## src/design/whc_pkg.sv

```systemverilog
//------------------------------------------------------------------------------
// whc_pkg
// Shared types, codes and defaults for the way-halting cache core.
//------------------------------------------------------------------------------
`default_nettype none
package whc_pkg;
	localparam int DEF_SETS = 64;
	localparam int DEF_WAYS = 4;
	localparam int DEF_BLOCK_BYTES = 4;
	localparam int DEF_HALT_TAG_BITS = 4;
	localparam int DEF_ADDR_BITS = 32;

	localparam logic [1:0] CMD_READ  = 2'd0;
	localparam logic [1:0] CMD_WRITE = 2'd1;
	localparam logic [1:0] CMD_FILL  = 2'd2;
	localparam logic [1:0] CMD_NONE  = 2'd3;

	localparam logic [2:0] ST_READ_HIT = 3'd0;
	localparam logic [2:0] ST_WRITE_OK = 3'd1;
	localparam logic [2:0] ST_FAULT    = 3'd2;
	localparam logic [2:0] ST_MISS     = 3'd3;
	localparam logic [2:0] ST_FILLED   = 3'd4;
	localparam logic [2:0] ST_FILL_WB  = 3'd5;

	typedef struct packed {
		logic [1:0]  cmd;
		logic [31:0] address;
		logic [7:0]  write_byte;
		logic [31:0] fill_block;
	} req_t;

	typedef struct packed {
		logic [2:0]  status;
		logic [7:0]  read_data;
		logic [1:0]  hit_way;
		logic [31:0] wb_address;
		logic [31:0] wb_block;
	} rsp_t;
endpackage
`default_nettype wire

```

## src/design/whc_front.sv

```systemverilog
//------------------------------------------------------------------------------
// whc_front
// Accepts items, drops unused commands, and queues them for the back end.
//------------------------------------------------------------------------------
`default_nettype none
module whc_front
	import whc_pkg::*;
(
	input  wire logic clk,
	input  wire logic arst_n,
	input  wire logic in_valid,
	output logic      in_ready,
	input  wire req_t in_req,
	output logic      q_valid,
	input  wire logic q_ready,
	output req_t      q_req
);
	logic [1:0] cnt_q;
	logic       rd_q;
	logic       wr_q;
	req_t       mem_q [2];
	logic       push;
	logic       pop;

	assign in_ready = (cnt_q != 2'd2);
	assign push = in_valid && in_ready && (in_req.cmd != CMD_NONE);
	assign q_valid = (cnt_q != 2'd0);
	assign pop = q_valid && q_ready;
	assign q_req = mem_q[rd_q];

	always_ff @(posedge clk) begin
		if (push) mem_q[wr_q] <= in_req;
	end

	always_ff @(posedge clk or negedge arst_n) begin
		if (!arst_n) begin
			cnt_q <= '0;
			rd_q <= 1'b0;
			wr_q <= 1'b0;
		end else begin
			if (push) wr_q <= ~wr_q;
			if (pop) rd_q <= ~rd_q;
			cnt_q <= cnt_q + {1'b0, push} - {1'b0, pop};
		end
	end
endmodule
`default_nettype wire

```

## config.mk

```make
export PLATFORM = sky130hd
export DESIGN_NAME = whc_front
export DESIGN_NICKNAME = d
export VERILOG_FILES = /design/src/design/whc_pkg.sv /design/src/design/whc_front.sv
export SDC_FILE = /design/constraint.sdc
export NUM_CORES = 1
export LEC_CHECK = 0
export ABC_CLOCK_PERIOD_IN_PS = 5500
export BUFFER_PORTS_ARGS = -buffer_cell sky130_fd_sc_hd__clkbuf_2
export CAP_MARGIN = 10
export CORE_AREA = 2 2 116 118
export DETAILED_ROUTE_END_ITERATION = 10
export DIE_AREA = 0 0 118 120
export PLACE_DENSITY = 0.71
export REMOVE_ABC_BUFFERS = 1
export SLEW_MARGIN = 20
export SYNTH_ARGS = -nofsm -noshare
export SYNTH_HDL_FRONTEND = slang
export SYNTH_SLANG_ARGS = --single-unit
export TNS_END_PERCENT = 10
```

## constraint.sdc

```tcl
create_clock -name clk -period 5.5 [get_ports clk]
set_clock_uncertainty 0.05 [all_clocks]
set_input_delay 1.375 -clock clk [delete_from_list [all_inputs] [get_ports clk]]
set_output_delay 1.375 -clock clk [all_outputs]
set_load 0.05 [all_outputs]
```

==> summary.txt <==
Floorplan
  • I/O Pins: 154
  • Site Rows: 42
  • Initial core utilization: 0.4426
  • Die width: 118 µm
  • Height of the die: between 100 and 150 µm
  • Full die area: 0.01416 mm²
  • Core area: 0.01298 mm²

Place
  • GP Congestion: 0.6576
  • Port bufs: 153
  • Placed insts: 573
  • HPWL Detailed: about 5.8 mm

Global route
  • Largest net degree at the start of global routing: 75
  • Grt total ovfl: 0
  • Tot GR Track Use: 0.1365
  • Initial antenna violation count: 0
  • Number of global-route vias before repair: 2963
  • First-pass GRT wire length: 14.33 mm

Timing
  • TNS Setup: 0 ns
  • Max Clk Rate: 250.5 MHz
  • Final worst path period share: 0.7258
  • Final Max Slew Viols: 0
  • Final hold violations: 0
  • Endpoints failing setup: 0
  • Tightest Pin Transition: 1.098 ns
  • RSZ-0062 raised after global routing: false
  • Max_slew headroom: 0.2677
  • Minimum clock period: 3.992 ns
  • Worst hold slack: 0.4455 ns

CTS
  • H-tree levels: 4
  • Resized cells post-CTS: 0
  • Number of clock sinks: 152
  • Clock slew at reported path FFs: 0.06 ns
  • Root Driver: clkbuf_16
  • Number of setup buffers added after CTS: 0
  • TritonCTS clock tree: built
  • Number of buffers created by CTS: 17
  • Clk buf depth: 2
  • Worst-Skew Late Latency: approximately 0.4 ns
  • Cts hold-fix bufs: 0

Synthesis
  • Commonest cells in the netlist: edfxtp_1 (148), mux2_4 (50), mux2_2 (24), buf_6 (6), dfrtp_1 (4)
  • Flops & latches, synth: 152
  • Seq/Total Area, Yosys: 0.7909
  • Post-synth top area cell: edfxtp_1
  • Synthesized area per cell: 23.07 µm²
  • Cell count after synthesis: 249
  • Synthesis warning total: 0
  • Yosys cell types: 16
  • Count leader, synth: edfxtp_1
  • Async SR Flop Fraction: 0.02632
  • Synth top area cells: edfxtp_1 (77%), mux2_4 (13%), mux2_2 (4.7%), dfrtp_1 (1.7%), buf_6 (1.2%)
  • Synth top area share: 0.7735
  • Mapped Area: 0.005746 mm²
  • Most used flip-flop cell after synthesis: edfxtp_1
  • EDFF count, synth: 148

Worst setup path
  • Worst EP required: 4.07 ns
  • Cells on worst reg2reg path: 4
  • Setup slack, reg-to-reg: 3.20 ns
  • Reg2Reg Capture Point: mem_q[1][31]
  • Max FO, Critical Path: 63
  • Crit path DAT: roughly 2.6 ns
  • Worst setup path category: reg2out
  • Origin of the critical flop-to-flop path: cnt_q[1]
  • CP Launch Type: register
  • CP endpoint kind: primary output

Worst hold path
  • Critical hold path startpoint: cnt_q[1]
  • WHS Endpoint: cnt_q[1]
  • Hold Crit Depth: 1
  • Hold Crit Class: reg2reg

Pwr
  • Switching Share: 0.3751
  • Internal: 2860 µW
  • Switching pwr: 1717 µW
  • Max VDD drop: 0.3145 mV
  • Sequential share of power: 0.369
  • Pleak: slightly below 0.003 µW
  • Combinational Power Share: 0.367
  • Pwr Density: 626.1 mW/mm²
  • Tot Pwr: between 4000 and 5000 µW
  • Clk network pwr share: 0.263

Drt
  • Overall routed net length: roughly 9.3 mm
  • Pre-antenna DRT Iters: 4
  • Vias per std cell: 4.620
  • Average wire per standard cell: 15.44 µm
  • DR DRC count: 0
  • Initial drt markers: 162
  • DRT antenna net count: 0
  • Routed vias: between 2000 and 3000

Layout
  • # fillers: 1034
  • Diode count: 0
  • Layout cell share with drive strength beyond 1: 0.5991
  • Layout Area Growth over Synthesis: 27.24%
  • Register Area: roughly 0.0045 mm²
  • Final Core Density: 0.5632
  • NumNets Final: 496
  • Area of the multi-input gates: 0.001131 mm²
  • Layout Cells excl Fill: between 600 and 700

Flow run
  • Number of max-cap violations: 0

Run status
  • Status: completed
## per-layer routing
metal | vias to the layer above | routed length, µm | global-route usage
li1 | 1322 | - | -
met2 | 99 | 4647 | 0.2224
met3 | 10 | 633 | 0.05561
met4 | 0 | 108 | 0.07003
met1 | 1364 | 3955 | 0.1557
met5 | - | 0 | 0
## per-stage QoR
step,instance area (µm²),setup slack [ns]
after floorplan,5668,0.2274
after global placement,6695,1.963
after detailed placement,6695,1.930
after CTS,7311,1.473
after global routing,7311,1.403
final,7311,1.508
## registers in the layout, indices dropped and copies added, names as in the netlist
register and flops:
mem_q 148, rd_q 1, wr_q 1, cnt_q 2
## cells in the final DEF, fill, tap and decap left out
| master | synthesis | final |
|---|---|---|
| dfrtp_1 | 4 | 3 |
| clkinv_1 | 0 | 6 |
| and2_1 | 1 | 1 |
| clkbuf_16 | 0 | 17 |
| bufinv_16 | 0 | 5 |
| xnor2_1 | 3 | 3 |
| xor2_1 | 1 | 1 |
| buf_4 | 0 | 3 |
| or2_1 | 1 | 1 |
| ha_1 | 2 | 2 |
| inv_1 | 2 | 2 |
| mux2_2 | 24 | 24 |
| edfxtp_1 | 148 | 148 |
| clkinv_2 | 0 | 2 |
| nand2b_1 | 1 | 1 |
| clkbuf_1 | 0 | 2 |
| clkbuf_2 | 0 | 153 |
| dfrtp_4 | 0 | 1 |
| nand3_1 | 1 | 1 |
| mux2_4 | 50 | 50 |
| nand2_1 | 1 | 1 |
| nor2_4 | 0 | 2 |
## critical path, cell delays in order, from the launching register on
cell      delay [ns]
dfrtp_4         1.15
buf_4           0.40
mux2_4          0.32
clkbuf_2        0.23
## logic make-up after synthesis
family        count (synthesis)  synth area share
simple gates                  7          0.006099
xor+xnor                      4          0.006099
mux                          74            0.1777
fa+ha+maj                     2          0.004355
flops                       152            0.7909
buf+inv                      10           0.01481
## power groups by stage
stage	logic [µW]	clock network [µW]	registers (µW)
2_1_floorplan	1410	0	1700
4_1_cts	1700	1230	1700
6_report	1680	1210	1690
3_3_place_gp	1690	0	1710
3_5_place_dp	1700	0	1720
5_1_grt	1750	1280	1720
## how the worst max path moves through the flow
stage                          start          end  cells after the start
after floorplan           in_req[72]  mem_q[0][0]                      3
after global placement          rd_q    q_req[16]                      3
after detailed placement        rd_q    q_req[16]                      3
after CTS                       rd_q    q_req[16]                      3
after global routing            rd_q    q_req[21]                      3
final                           rd_q    q_req[54]                      3
## cell type report
class / count / share of cell area
flip-flops and latches: 152 / 0.6221
multi-input cells: 87 / 0.1547
repair buffers: 156 / 0.1078
inverters: 2 / 0.001027
clock buffers: 19 / 0.05922
clock inverters: 13 / 0.02499
well taps: 176 / 0.03012
Note: power is estimated with default switching activity, not from simulation.
